===== src/rtl/tmsa_pkg.sv =====
// Shared types, constants and helpers for the trimmed-mean sample averager.
// No dependencies; every other file of the block imports this package.
`timescale 1ns / 1ps
`default_nettype none

package tmsa_pkg;

    localparam int CHANNELS  = 2;
    localparam int CH_W      = 1;
    localparam int CH_AW     = $clog2(CHANNELS);
    localparam int SAMPLE_W  = 12;
    localparam int SUM_W     = 18;
    localparam int CNT_W     = 7;
    localparam int DIVR_W    = 6;
    localparam int DIV_STEPS = SUM_W;
    localparam int DSTEP_W   = $clog2(DIV_STEPS);

    localparam logic [CNT_W-1:0] WIN_RESET = CNT_W'(10);
    localparam logic [CNT_W-1:0] WIN_MIN   = CNT_W'(3);
    localparam logic [CNT_W-1:0] WIN_MAX   = CNT_W'(64);
    localparam logic [CNT_W-1:0] TRIM_CNT  = CNT_W'(2);

    typedef struct packed {
        logic [CH_W-1:0]     channel;
        logic [SAMPLE_W-1:0] sample;
    } t_in_req;

    typedef struct packed {
        logic [CH_W-1:0]     result_channel;
        logic [SAMPLE_W-1:0] average;
    } t_out_res;

    typedef struct packed {
        logic [SUM_W-1:0]    running_sum;
        logic [SAMPLE_W-1:0] window_min;
        logic [SAMPLE_W-1:0] window_max;
        logic [CNT_W-1:0]    samples_seen;
    } t_win_entry;

    typedef struct packed {
        logic busy;
        logic done;
    } t_div_stat;

    function automatic logic [CNT_W-1:0] eff_window(input logic [CNT_W-1:0] cnt);
        logic [CNT_W-1:0] n;
        n = cnt;
        if (n < WIN_MIN) begin
            n = WIN_MIN;
        end else if (n > WIN_MAX) begin
            n = WIN_MAX;
        end
        return n;
    endfunction

endpackage

`default_nettype wire


===== src/rtl/tmsa_win_mem.sv =====
// Per-channel window memory: synchronous write, registered read.
// Entries never written since reset read as zero. Depends on tmsa_pkg.
`timescale 1ns / 1ps
`default_nettype none

module tmsa_win_mem (
    input  wire                            i_clk,
    input  wire                            i_rst_n,
    input  wire                            i_rd_en,
    input  wire  [tmsa_pkg::CH_AW-1:0]     i_rd_addr,
    output tmsa_pkg::t_win_entry           o_rd_data,
    input  wire                            i_wr_en,
    input  wire  [tmsa_pkg::CH_AW-1:0]     i_wr_addr,
    input  tmsa_pkg::t_win_entry           i_wr_data
);
    import tmsa_pkg::*;

    t_win_entry            r_mem [CHANNELS];
    logic [CHANNELS-1:0]   r_valid;
    t_win_entry            r_rd_data;
    logic                  r_rd_vld;

    always_ff @(posedge i_clk) begin
        if (i_wr_en) begin
            r_mem[i_wr_addr] <= i_wr_data;
        end
        if (i_rd_en) begin
            r_rd_data <= r_mem[i_rd_addr];
        end
    end

    always_ff @(posedge i_clk) begin
        if (!i_rst_n) begin
            r_valid  <= '0;
            r_rd_vld <= 1'b0;
        end else begin
            if (i_wr_en) begin
                r_valid[i_wr_addr] <= 1'b1;
            end
            if (i_rd_en) begin
                r_rd_vld <= r_valid[i_rd_addr];
            end
        end
    end

    assign o_rd_data = r_rd_vld ? r_rd_data : '0;

    a_no_rd_wr_overlap: assert property (@(posedge i_clk) disable iff (!i_rst_n)
        !(i_rd_en && i_wr_en))
        else $error("window memory read and write in the same cycle");

    a_wr_sets_valid: assert property (@(posedge i_clk) disable iff (!i_rst_n)
        i_wr_en |=> r_valid[$past(i_wr_addr)])
        else $error("written entry not marked valid");

    a_reset_clears: assert property (@(posedge i_clk)
        !i_rst_n |=> (r_valid == '0 && !r_rd_vld))
        else $error("reset did not clear entry valid bits");

endmodule

`default_nettype wire


===== src/rtl/tmsa_divider.sv =====
// Restoring divider, one quotient bit per cycle, for the trimmed window sum.
// Depends on tmsa_pkg for widths and the status struct.
`timescale 1ns / 1ps
`default_nettype none

module tmsa_divider (
    input  wire                             i_clk,
    input  wire                             i_rst_n,
    input  wire                             i_start,
    input  wire  [tmsa_pkg::SUM_W-1:0]      i_dividend,
    input  wire  [tmsa_pkg::DIVR_W-1:0]     i_divisor,
    output tmsa_pkg::t_div_stat             o_stat,
    output logic [tmsa_pkg::SUM_W-1:0]      o_quotient
);
    import tmsa_pkg::*;

    logic [SUM_W-1:0]   r_quo;
    logic [DIVR_W-1:0]  r_rem;
    logic [DIVR_W-1:0]  r_div;
    logic [DSTEP_W-1:0] r_cnt;
    logic               r_busy;
    logic               r_done;

    logic [DIVR_W:0]    w_trial;
    logic [DIVR_W:0]    w_diff;
    logic               w_ge;
    logic               w_last;

    always_comb begin
        w_trial = {r_rem, r_quo[SUM_W-1]};
        w_diff  = w_trial - {1'b0, r_div};
        w_ge    = w_trial >= {1'b0, r_div};
        w_last  = r_cnt == DSTEP_W'(DIV_STEPS - 1);
    end

    always_ff @(posedge i_clk) begin
        if (i_start) begin
            r_quo <= i_dividend;
            r_rem <= '0;
            r_div <= i_divisor;
        end else if (r_busy) begin
            r_quo <= {r_quo[SUM_W-2:0], w_ge};
            r_rem <= w_ge ? w_diff[DIVR_W-1:0] : w_trial[DIVR_W-1:0];
        end
    end

    always_ff @(posedge i_clk) begin
        if (!i_rst_n) begin
            r_busy <= 1'b0;
            r_done <= 1'b0;
            r_cnt  <= '0;
        end else begin
            r_done <= 1'b0;
            if (i_start) begin
                r_busy <= 1'b1;
                r_cnt  <= '0;
            end else if (r_busy) begin
                r_cnt <= r_cnt + DSTEP_W'(1);
                if (w_last) begin
                    r_busy <= 1'b0;
                    r_done <= 1'b1;
                end
            end
        end
    end

    assign o_stat.busy = r_busy;
    assign o_stat.done = r_done;
    assign o_quotient  = r_quo;

    a_nonzero_divisor: assert property (@(posedge i_clk) disable iff (!i_rst_n)
        i_start |-> i_divisor != '0)
        else $error("divide started with zero divisor");

    a_last_step_done: assert property (@(posedge i_clk) disable iff (!i_rst_n)
        (r_busy && w_last && !i_start) |=> (r_done && !r_busy))
        else $error("divider did not finish after last step");

    a_done_not_busy: assert property (@(posedge i_clk) disable iff (!i_rst_n)
        r_done |-> !r_busy)
        else $error("divider done while still busy");

endmodule

`default_nettype wire


===== src/rtl/trimmed_mean_sample_averager_top.sv =====
// Trimmed-mean sample averager: a request that leaves its channel's window open passes
// through accept, window memory read, update and write back. A request that closes
// the window also runs the 18-step iterative divider, then waits for the output
// register to drain before its result is loaded and presented.
// Ready is low between requests; a finished result waits in the output register while
// the next request is taken. No clearing pass after reset.
// Depends on tmsa_pkg, tmsa_win_mem and tmsa_divider.
`timescale 1ns / 1ps
`default_nettype none

module trimmed_mean_sample_averager_top (
    input  wire                             i_clk,
    input  wire                             i_rst_n,
    input  wire                             i_in_valid,
    output logic                            o_in_ready,
    input  tmsa_pkg::t_in_req               i_in_req,
    output logic                            o_out_valid,
    input  wire                             i_out_ready,
    output tmsa_pkg::t_out_res              o_out_res,
    input  wire                             i_cfg_we,
    input  wire  [tmsa_pkg::CNT_W-1:0]      i_cfg_wdata
);
    import tmsa_pkg::*;

    typedef enum logic [3:0] {
        S_IDLE   = 4'b0001,
        S_UPDATE = 4'b0010,
        S_DIV    = 4'b0100,
        S_WAIT   = 4'b1000
    } t_state;

    t_state             r_state;
    t_state             n_state;
    logic [CNT_W-1:0]   r_window_count;
    t_in_req            r_req;
    logic [CH_W-1:0]    r_ch;
    logic               r_out_valid;
    t_out_res           r_out_res;

    t_win_entry         w_rd;
    t_win_entry         w_upd;
    t_win_entry         w_wr_data;
    logic               w_accept;
    logic               w_complete;
    logic               w_wr_en;
    logic               w_div_start;
    logic [SUM_W-1:0]   w_trimmed;
    logic [DIVR_W-1:0]  w_divisor;
    logic [CNT_W-1:0]   w_divisor_full;
    logic               w_out_load;
    t_div_stat          w_div_stat;
    logic [SUM_W-1:0]   w_quotient;

    assign w_accept   = i_in_valid && o_in_ready;
    assign o_in_ready = r_state == S_IDLE;

    tmsa_win_mem u_mem (
        .i_clk     (i_clk),
        .i_rst_n   (i_rst_n),
        .i_rd_en   (w_accept),
        .i_rd_addr (i_in_req.channel[CH_AW-1:0]),
        .o_rd_data (w_rd),
        .i_wr_en   (w_wr_en),
        .i_wr_addr (r_req.channel[CH_AW-1:0]),
        .i_wr_data (w_wr_data)
    );

    always_comb begin
        w_upd = w_rd;
        if (w_rd.samples_seen == '0) begin
            w_upd.window_min = r_req.sample;
            w_upd.window_max = r_req.sample;
        end else if (r_req.sample < w_rd.window_min) begin
            w_upd.window_min = r_req.sample;
        end else if (r_req.sample > w_rd.window_max) begin
            w_upd.window_max = r_req.sample;
        end
        w_upd.running_sum  = w_rd.running_sum + SUM_W'(r_req.sample);
        w_upd.samples_seen = w_rd.samples_seen + CNT_W'(1);

        w_complete     = w_upd.samples_seen >= eff_window(r_window_count);
        w_trimmed      = w_upd.running_sum - SUM_W'(w_upd.window_min)
                         - SUM_W'(w_upd.window_max);
        w_divisor_full = w_upd.samples_seen - TRIM_CNT;
        w_divisor      = w_divisor_full[DIVR_W-1:0];

        w_wr_en     = r_state == S_UPDATE;
        w_wr_data   = w_complete ? '0 : w_upd;
        w_div_start = w_wr_en && w_complete;
        w_out_load  = (r_state == S_WAIT) && (!r_out_valid || i_out_ready);
    end

    tmsa_divider u_div (
        .i_clk      (i_clk),
        .i_rst_n    (i_rst_n),
        .i_start    (w_div_start),
        .i_dividend (w_trimmed),
        .i_divisor  (w_divisor),
        .o_stat     (w_div_stat),
        .o_quotient (w_quotient)
    );

    always_comb begin
        n_state = r_state;
        unique case (r_state)
            S_IDLE: begin
                if (w_accept) begin
                    n_state = S_UPDATE;
                end
            end
            S_UPDATE: begin
                n_state = w_complete ? S_DIV : S_IDLE;
            end
            S_DIV: begin
                if (w_div_stat.done) begin
                    n_state = S_WAIT;
                end
            end
            S_WAIT: begin
                if (w_out_load) begin
                    n_state = S_IDLE;
                end
            end
            default: begin
                n_state = S_IDLE;
            end
        endcase
    end

    always_ff @(posedge i_clk) begin
        if (w_accept) begin
            r_req <= i_in_req;
        end
        if (w_div_start) begin
            r_ch <= r_req.channel;
        end
        if (w_out_load) begin
            r_out_res.result_channel <= r_ch;
            r_out_res.average        <= w_quotient[SAMPLE_W-1:0];
        end
    end

    always_ff @(posedge i_clk) begin
        if (!i_rst_n) begin
            r_state        <= S_IDLE;
            r_window_count <= WIN_RESET;
            r_out_valid    <= 1'b0;
        end else begin
            r_state <= n_state;
            if (i_cfg_we) begin
                r_window_count <= i_cfg_wdata;
            end
            if (w_out_load) begin
                r_out_valid <= 1'b1;
            end else if (i_out_ready) begin
                r_out_valid <= 1'b0;
            end
        end
    end

    assign o_out_valid = r_out_valid;
    assign o_out_res   = r_out_res;

    a_accept_to_update: assert property (@(posedge i_clk) disable iff (!i_rst_n)
        w_accept |=> r_state == S_UPDATE)
        else $error("accepted request not followed by update");

    a_idle_div_free: assert property (@(posedge i_clk) disable iff (!i_rst_n)
        r_state == S_IDLE |-> !w_div_stat.busy)
        else $error("divider busy while taking a new request");

    a_done_in_div: assert property (@(posedge i_clk) disable iff (!i_rst_n)
        w_div_stat.done |-> r_state == S_DIV)
        else $error("divider finished outside divide state");

    a_load_sets_valid: assert property (@(posedge i_clk) disable iff (!i_rst_n)
        w_out_load |=> (r_out_valid && r_state == S_IDLE))
        else $error("result load did not present output");

endmodule

`default_nettype wire


===== config.mk =====
export PLATFORM = sky130hd
export DESIGN_NAME = trimmed_mean_sample_averager_top
export DESIGN_NICKNAME = d
export VERILOG_FILES = /design/src/rtl/tmsa_pkg.sv /design/src/rtl/tmsa_win_mem.sv /design/src/rtl/tmsa_divider.sv /design/src/rtl/trimmed_mean_sample_averager_top.sv
export SDC_FILE = /design/constraint.sdc
export NUM_CORES = 1
export LEC_CHECK = 0
export BUFFER_PORTS_ARGS = -buffer_cell sky130_fd_sc_hd__buf_2
export CORE_ASPECT_RATIO = 1.5
export CORE_MARGIN = 2
export CORE_UTILIZATION = 38
export DETAILED_ROUTE_END_ITERATION = 10
export PLACE_DENSITY = 0.57
export SYNTH_ARGS = -nofsm -noshare
export SYNTH_HDL_FRONTEND = slang
export SYNTH_SLANG_ARGS = --single-unit

===== constraint.sdc =====
create_clock -name i_clk -period 7.4 [get_ports i_clk]
set_input_delay 0 -clock i_clk [delete_from_list [all_inputs] [get_ports i_clk]]
set_output_delay 0 -clock i_clk [all_outputs]
set_load 0.005 [all_outputs]

==> results_dict.tcl <==
set metrics [dict create \
    outcome "completed" \
    clock_tree.htree_level_count 1 \
    mostFrequentLayoutCells "sky130_fd_sc_hd__edfxtp_1 (198), sky130_fd_sc_hd__nand2_1 (115), sky130_fd_sc_hd__ha_1 (66)" \
    number_of_filler_cells_placed_in_the_layout 2754 \
    detailed_place.area_um2 12200 \
    netSwitchingFraction_pct 28.6 \
    core_um2 30200 \
    timing.critical_path.cells "nand2_1 > ha_1 > a21o_1 > a211oi_1 > o21a_1 > o21ai_0 > a31oi_1 > a21o_1 > or2_2 > nand2_1 > fa_1 > inv_1 > ha_1 > o21a_1 > o31ai_1 > a21oi_1 > a41o_1 > o21ai_0 > nand2b_1 > a2111o_1 > xor2_1 > o21ai_1" \
    p_comb_share_pct 23.7 \
    fmax_mhz 166 \
    die_area_um2 31900 \
    ys_seq_area_share_pct 56.1 \
    grt_usage_pct 16.4 \
    timing.critical_path.slowest_cell_delay_ps 690 \
    die_w_um 147 \
    hold_path_startpoint "i_in_req[9]" \
    timing.rr.start "u_mem.r_rd_vld" \
    grt_first_pass_wirelength_um 40800 \
    grt_max_degree 65 \
    post_dr_wirelength_cell_um 17.6 \
    fin_worst_skew_ps 9.86 \
    start_kind "flop" \
    postSynthAreaPerCell_um2 12.1 \
    grt_overflow 0 \
    p_leak_nw 5.13 \
    power_frac_seq_pct 42.9 \
    number_of_routed_nets_with_antenna_violations 0 \
    area_growth_pct 14.8 \
    critPathMaxFanout 28 \
    die_height_um 218 \
    post_synth_inst_count 957 \
    worstHoldPathCells 2 \
    diodes 0 \
    worstSetupEndpointType "flop" \
    yosys.cell_types.count 67 \
    grt_antenna_before_repair 0 \
    holdCritPathClass "in2reg" \
    place.gp.congestion 0.866 \
    clock_insertion_delay_at_the_later_pin_of_the_skew_report_ps 520 \
    post-dp-hpwl_um 17400 \
    power_switching_mw 1.01 \
    maxCapViolations 0 \
    grt_setup_unrepaired "false" \
    worst-endpoint-required_ps 7660 \
    timing.setup.tns_ps 0 \
    cellInternalPower_mw 2.52 \
    hold_viol_final 0 \
    postSynth.topFlopCell "sky130_fd_sc_hd__edfxtp_1" \
    worstSetupPathType "reg2reg" \
    nets_in_the_synthesized_netlist 1062 \
    final_cell_area_um2 13300 \
    data_arrival_time_of_the_critical_path_ps 6290 \
    worstRegToRegCells 22 \
    critPathLaunch "u_mem.r_rd_vld" \
    post-route-period-util_pct 81.4 \
    layout-drive-gt1-share_pct 16.5 \
    detail_route.wirelength_um 25500 \
    synth_enable_flop_cells 198 \
    finalSetupViolations 0 \
    cts-buffers-inserted 23 \
    timing_worst_slew_pin_value_ps 1140 \
    post-route-util_pct 44.1 \
    post_cts_setup_buffer_count 0 \
    drt_pass1_iterations 4 \
    initial_core_utilization_pct 38.4 \
    final_common_cell "sky130_fd_sc_hd__edfxtp_1" \
    rows 78 \
    drt_drc_violations_left 0 \
    power-per-cell-area_nw_per_um2 265 \
    numPortBuffers 39 \
    final_nets 1139 \
    num_clock_sinks 226 \
    dp_worst_setup_slack_ps 1390 \
    clock_path_buffers 3 \
    cts.reportedPaths.clkPinSlew_ps 60 \
    detailed_route_iter0_violations 343 \
    cpMaxStageDelayCell "sky130_fd_sc_hd__dfxtp_2" \
    finalWorstSetupSlack_ps 1380 \
    maxSlewHeadroom_pct 24.1 \
    route.vias.total 7329 \
    drt-vias-per-instance 5.05 \
    synth-async-reset-ratio_pct 0 \
    power.share.clock_pct 33.4 \
    clock_tree_root "sky130_fd_sc_hd__clkbuf_16" \
    first_global_vias 7527 \
    worst_ir_drop_vdd_mv 0.128 \
    ys_ff_latch 226 \
    tritoncts_clock_tree "done" \
    maxSlewViolCount 0 \
    synth_warnings 0 \
    synth.cell_area_um2 11600 \
    period_minus_slack_ps 6020 \
    top_level_ports 40 \
]
synthesized netlist by cell type, types with 7 or more instances:
cell type / instances / share of area (%)
sky130_fd_sc_hd__a211oi_1: 13 / 0.84
sky130_fd_sc_hd__nand2b_1: 12 / 0.65
sky130_fd_sc_hd__clkbuf_1: 22 / 0.71
sky130_fd_sc_hd__a21o_1: 17 / 1.1
sky130_fd_sc_hd__and2_1: 17 / 0.92
sky130_fd_sc_hd__a21oi_1: 56 / 2.4
sky130_fd_sc_hd__o21a_1: 11 / 0.71
sky130_fd_sc_hd__o21ai_0: 35 / 1.5
sky130_fd_sc_hd__nor2b_1: 15 / 0.81
sky130_fd_sc_hd__xnor2_1: 19 / 1.4
sky130_fd_sc_hd__mux2_2: 52 / 5.1
sky130_fd_sc_hd__edfxtp_1: 198 / 51
sky130_fd_sc_hd__nand2_1: 115 / 3.7
sky130_fd_sc_hd__mux2i_1: 11 / 0.95
sky130_fd_sc_hd__inv_1: 51 / 1.7
sky130_fd_sc_hd__ha_1: 66 / 7.1
sky130_fd_sc_hd__nand3_1: 12 / 0.52
sky130_fd_sc_hd__nor3_1: 9 / 0.39
sky130_fd_sc_hd__dfxtp_1: 28 / 4.8
sky130_fd_sc_hd__or2_2: 24 / 1.3
sky130_fd_sc_hd__xor2_1: 22 / 1.7
sky130_fd_sc_hd__nor2_1: 54 / 1.7
sky130_fd_sc_hd__nand4_1: 7 / 0.38
sky130_fd_sc_hd__fa_1: 14 / 2.4
per-layer routing:
| metal | vias up | GRT usage [%] | share of wire (%) |
|---|---|---|---|
| met2 | 122 | 30.0 | 51 |
| met1 | 3545 | 19.0 | 42 |
| met3 | 50 | 1.99 | 3.1 |
| met4 | 0 | 7.70 | 4.1 |
| met5 | - | 0 | 0 |
| li1 | 3612 | - | - |
per-stage QoR:
step           hold WS (ps)  instances  power [mW]
2_1_floorplan          98.9        957        2.15
3_3_place_gp            176       1371        2.37
3_5_place_dp            178       1371        2.37
4_1_cts                 167       1450        3.58
5_1_grt                 167       1450        3.74
6_report                188       1450        3.53
worst max-delay path, delay by kind of cell, from the launching register on:
kind / cells / cell delay (ps)
AO/OA/AOI/OAI: 13 / 3160
XOR/XNOR: 1 / 130
adder cells (fa/ha/maj): 3 / 1170
buffers and inverters: 1 / 40
flip-flops: 1 / 690
AND/OR/NAND/NOR: 4 / 570
power by group through the flow:
stage	Sequential [mW]	Clock (mW)	Combinational (mW)
final	1.52	1.18	0.837
after floorplan	1.52	0	0.629
after CTS	1.52	1.21	0.851
after global routing	1.52	1.26	0.962
after detailed placement	1.54	0	0.829
after global placement	1.54	0	0.825
repair_timing:
action	CTS	global route
hold buffers	38	0
gates resized for setup	0	0
endpoints found under the hold margin	28	0
final timing paths:
path | end | slack [ps]
setup / recovery | u_div.o_quotient[16] | 1380
hold / removal | r_req[9] | 190
hold reg to reg | o_out_res[12] | 450
setup reg to reg | u_div.o_quotient[16] | 1380
logic make-up (layout without fill, tap and decap cells):
| kind of cell | Yosys count | in the layout | share of synthesized area, % |
|---|---|---|---|
| adder cells (fa/ha/maj) | 80 | 80 | 9.55 |
| AND/OR/NAND/NOR | 294 | 294 | 12.4 |
| multiplexers | 63 | 63 | 6.00 |
| AO/OA/AOI/OAI | 168 | 168 | 9.50 |
| flip-flops | 226 | 226 | 56.1 |
| buffers and inverters | 85 | 178 | 3.35 |
| XOR/XNOR | 41 | 41 | 3.10 |
area by class of cell:
cell class / count / area [um^2] / area share (%)
flip-flops and latches: 226 / 6510 / 48.9
multi-input cells: 646 / 4710 / 35.4
clock buffers: 32 / 639 / 4.80
repair buffers: 85 / 636 / 4.78
well taps: 400 / 500 / 3.76
inverters: 52 / 195 / 1.47
clock inverters: 9 / 123 / 0.921
state kept, by name (all words and copies together), names as in the netlist:
register	flops
u_mem.r_rd_vld	1
u_div.r_rem	6
r_ch	1
u_div.r_busy	1
u_mem.r_rd_data	49
o_out_res	13
u_div.o_quotient	18
u_div.r_div	6
u_div.r_cnt	5
r_req	13
u_mem.r_mem	98
r_window_count	7
o_out_valid	1
u_mem.r_valid	2
r_state	4
u_div.r_done	1
Note: power is estimated with default switching activity, not from simulation.
